<file path="config.mk">
export PLATFORM = sky130hd
export DESIGN_NAME = tpa_sqrt_chain
export DESIGN_NICKNAME = d
export VERILOG_FILES = /design/src/sv/tpa_pkg.sv /design/src/sv/tpa_sqrt_cell.sv /design/src/sv/tpa_sqrt_chain.sv
export SDC_FILE = /design/constraint.sdc
export NUM_CORES = 2
export LEC_CHECK = 0
export BUFFER_PORTS_ARGS = -buffer_cell sky130_fd_sc_hd__buf_2
export CAP_MARGIN = 5
export CORE_MARGIN = 4
export CORE_UTILIZATION = 60
export DETAILED_ROUTE_END_ITERATION = 8
export GPL_TIMING_DRIVEN = 0
export MAX_ROUTING_LAYER = met4
export PLACE_DENSITY = 0.76
export RECOVER_POWER = 50
export SYNTH_ARGS = -nofsm -noshare
export SYNTH_HDL_FRONTEND = slang
export SYNTH_HIERARCHICAL = 1
export SYNTH_SLANG_ARGS = --single-unit
export TNS_END_PERCENT = 20
</file>
<file path="constraint.sdc">
create_clock -name clk -period 6.7 [get_ports clk]
set_input_delay 0.335 -clock clk [delete_from_list [all_inputs] [get_ports clk]]
set_output_delay 0.335 -clock clk [all_outputs]
set_load 0.02 [all_outputs]
</file>
<file path="src/sv/tpa_pkg.sv">
// Package for the triangle perimeter/area unit: widths and small types.
// No dependencies.
package tpa_pkg;

    localparam int unsigned COORD_WIDTH_DEF = 16;
    localparam int unsigned LEN_FRAC_DEF    = 8;
    localparam int unsigned PERIM_WIDTH     = 27;
    localparam int unsigned AREA_WIDTH      = 32;

endpackage

</file>
<file path="src/sv/tpa_sqrt_cell.sv">
// One restoring square-root step: decides one result bit per cycle stage.
// Depends on tpa_pkg.
module tpa_sqrt_cell #(
    parameter int unsigned RAD_WIDTH = 50,
    parameter int unsigned ROOT_WIDTH = 25,
    parameter int unsigned STEP = 0
) (
    input  logic                  clk,
    input  logic [RAD_WIDTH-1:0]  rem_in,
    input  logic [ROOT_WIDTH-1:0] root_in,
    output logic [RAD_WIDTH-1:0]  rem_out,
    output logic [ROOT_WIDTH-1:0] root_out
);
    import tpa_pkg::*;

    localparam int unsigned BITPOS = ROOT_WIDTH - 1 - STEP;

    logic [RAD_WIDTH+1:0]  trial;
    logic [RAD_WIDTH+1:0]  rem_wide;
    logic [RAD_WIDTH-1:0]  rem_next;
    logic [ROOT_WIDTH-1:0] root_next;
    logic [RAD_WIDTH-1:0]  rem_reg;
    logic [ROOT_WIDTH-1:0] root_reg;

    // trial = (2*root + bit) * bit, bit = 2^BITPOS
    always_comb
    begin
        trial    = ((RAD_WIDTH+2)'(root_in) << (BITPOS + 1))
                 + ((RAD_WIDTH+2)'(1) << (2 * BITPOS));
        rem_wide = (RAD_WIDTH+2)'(rem_in);
        if (rem_wide >= trial)
        begin
            rem_next  = RAD_WIDTH'(rem_wide - trial);
            root_next = root_in | (ROOT_WIDTH'(1) << BITPOS);
        end
        else
        begin
            rem_next  = rem_in;
            root_next = root_in;
        end
    end

    always_ff @(posedge clk)
    begin
        rem_reg  <= rem_next;
        root_reg <= root_next;
    end

    assign rem_out  = rem_reg;
    assign root_out = root_reg;
endmodule

</file>
<file path="src/sv/tpa_sqrt_chain.sv">
// Chain of sqrt cells: one root bit per stage, a new radicand every cycle.
// Depends on tpa_pkg and tpa_sqrt_cell.
module tpa_sqrt_chain #(
    parameter int unsigned RAD_WIDTH = 50,
    parameter int unsigned ROOT_WIDTH = 25
) (
    input  logic                  clk,
    input  logic [RAD_WIDTH-1:0]  radicand,
    output logic [ROOT_WIDTH-1:0] root
);
    import tpa_pkg::*;

    logic [RAD_WIDTH-1:0]  rem_tap  [ROOT_WIDTH+1];
    logic [ROOT_WIDTH-1:0] root_tap [ROOT_WIDTH+1];

    assign rem_tap[0]  = radicand;
    assign root_tap[0] = '0;

    for (genvar i = 0; i < ROOT_WIDTH; i++)
    begin : g_cell
        tpa_sqrt_cell #(
            .RAD_WIDTH (RAD_WIDTH),
            .ROOT_WIDTH(ROOT_WIDTH),
            .STEP      (i)
        ) u_cell (
            .clk     (clk),
            .rem_in  (rem_tap[i]),
            .root_in (root_tap[i]),
            .rem_out (rem_tap[i+1]),
            .root_out(root_tap[i+1])
        );
    end

    assign root = root_tap[ROOT_WIDTH];
endmodule

</file>
==> results_dict.tcl <==
set metrics [dict create \
    p_sw_frac 0.434 \
    cp.arrival_ns 6.26 \
    syn_area_sq_um 93700 \
    nNetsFinal 11561 \
    num_vias 79704 \
    clk_latency_ns 0.83 \
    skew_ns 0.0425 \
    power_density_nw_per_um2 539 \
    min_period_ns 5.60 \
    fin_total_pwr_uw 56000 \
    cts_resized 0 \
    hold_viol 0 \
    critical_path_required_ns 7.36 \
    r2r_slack_ns 1.10 \
    tightest_slew_ns 1.21 \
    cts_tree "built" \
    fp.dieW_microns 403 \
    viasPerCell 6.13 \
    drv_slew 0 \
    clock_path_buffers 3 \
    pwr-share-seq 0.315 \
    clock.fmax_ghz 0.179 \
    ctsHtreeMaxLevel 4 \
    worst_setup_path_start_kind "flop" \
    nFillCells 12484 \
    die_area_sq_um 163000 \
    critPathMaxFanout 9 \
    post-dp-hpwl_microns 231000 \
    cts_made_buffers 182 \
    yosys_warnings 6 \
    cell_internal_pwr_uw 31700 \
    grt_overflow 0 \
    area_growth_pct 10.9 \
    setup-tns-final_ns 0 \
    initial_utilization 0.606 \
    first_pass_iters 7 \
    crit_chain "and3_1 -> and3_1 -> nand3_1 -> inv_1 -> and3_1 -> and2_1 -> nand4_1 -> xor2_1 -> ha_1 -> clkbuf_1 -> nand4_1 -> or4_1 -> nor4_1 -> and3_1 -> or4_4 -> a21oi_4 -> or4_4 -> xnor2_1" \
    maxCapViolCount 0 \
    irDropWorstVdd_v 0.000378 \
    pin_count 76 \
    final_area_sq_um 104000 \
    leakagePower_uw 0.0439 \
    die_h_microns 403 \
    regArea_sq_um 36500 \
    hold_path.class "input pin to flop" \
    max_slew_margin 0.187 \
    dpl-instance-area_sq_um 96800 \
    grt_max_degree 17 \
    syn_area_per_cell_sq_um 8.96 \
    p_switching_uw 24300 \
    crit_top_cell "and3_1" \
    antenna_found_initial 4 \
    wirelength_microns 288000 \
    comb_power_share 0.490 \
    path_clk_slew_ns 0.06 \
    grt_pass1_vias 76204 \
    synth_cells 10451 \
    core_sq_um 155000 \
    report.final.setup_viol 0 \
    fin_crit_sh 0.836 \
    path_delay_family "simple AND/OR/NAND/NOR gates" \
    status "complete, no violations" \
    critPathBufInv 2 \
    num_rows 144 \
    setup.worst_path.class "flop to flop" \
    rsz0062_at_grt "false" \
    slowest_stage "nor4_1" \
    gp_congestion 1.02 \
    root_buffer "clkbuf_16" \
    grt_pass1_wl_microns 439000 \
    port_buffers 75 \
    wl_per_cell_microns 22.1 \
    slowest_delay_ns 0.89 \
    cts_sinks 1825 \
    multi_input_area_sq_um 53700 \
    drc_errors 0 \
    drt_iter0_drc 7174 \
    drive_gt1_frac 0.0829 \
    grtUsageTotal 0.352 \
    antenna_left 0 \
    p_clk_frac 0.195 \
    worst_setup_path_end_kind "flop" \
    cts_setup_buffers 0 \
]
==> cell type report <==
| class | count | share of cell area |
|---|---|---|
| inverters | 513 | 0.0185 |
| plain buffers | 314 | 0.0168 |
| well taps | 2044 | 0.0246 |
| clock inverters | 88 | 0.0136 |
| clock buffers | 249 | 0.0499 |
| multi-input cells | 7850 | 0.517 |
| repair buffers | 126 | 0.00802 |
| diodes | 3 | 0.0000723 |
| flip-flops and latches | 1825 | 0.352 |
==> power by group through the flow <==
stage / Clock, uW / Combinational (uW) / Sequential, uW
2_1_floorplan: 0 / 20200 / 16200
3_3_place_gp: 0 / 26400 / 17700
3_5_place_dp: 0 / 26600 / 17700
4_1_cts: 11100 / 26900 / 17500
5_1_grt: 11500 / 29900 / 17900
6_report: 10900 / 27500 / 17700
==> per-stage QoR <==
stage               std cells   util  setup slack (ns)  hold WS (ns)
finish                  13012  0.672              1.10         0.243
global route            13009  0.672             0.767         0.218
detailed placement      12622  0.626              1.18         0.331
global placement        12621  0.626              1.22         0.330
CTS                     13009  0.672              1.16         0.171
floorplan               10502      -              2.65         0.322
==> state kept, by name, indices dropped and copies added (netlist names) <==
register / cells
g_cell.u_cell/rem_out: 1200
g_cell.u_cell/root_out: 625
==> per-layer routing <==
layer	GRT usage	up-vias	part of all wire
li1	-	37993	-
met4	0.222	0	0.077
met3	0.0436	967	0.065
met2	0.561	3477	0.45
met1	0.424	37267	0.41
met5	-	-	0
==> placed cells by master, fill, tap and decap left out, types with 78 or more instances in the layout <==
| master | count |
|---|---|
| nor2_1 | 662 |
| o21ai_0 | 586 |
| nor2b_1 | 78 |
| clkbuf_1 | 217 |
| nand4_1 | 227 |
| nand2b_1 | 114 |
| a31oi_1 | 87 |
| nor3_1 | 194 |
| and3_1 | 127 |
| o21a_1 | 88 |
| nand2_1 | 990 |
| xnor2_1 | 479 |
| o21ai_1 | 94 |
| o21bai_1 | 82 |
| nor4_1 | 131 |
| inv_1 | 513 |
| a21oi_1 | 786 |
| xor2_1 | 539 |
| buf_2 | 125 |
| a21o_1 | 215 |
| ha_1 | 673 |
| clkbuf_16 | 183 |
| nand3_1 | 346 |
| dfxtp_1 | 1825 |
==> final timing paths <==
check                                  from                            end  cells past startpoint
max          g_cell[14].u_cell/root_out[10]  g_cell[15].u_cell/rem_out[41]                     18
min                            radicand[15]   g_cell[0].u_cell/rem_out[15]                      2
max reg2reg  g_cell[14].u_cell/root_out[10]  g_cell[15].u_cell/rem_out[41]                     18
min reg2reg   g_cell[4].u_cell/root_out[10]  g_cell[5].u_cell/root_out[10]                      0
==> what timing repair did <==
item	in CTS	in global routing
endpoints found under the setup margin	0	0
hold buffers	50	0
hold endpoints to repair	50	0
No activity file was read; power rests on OpenSTA's default activity.
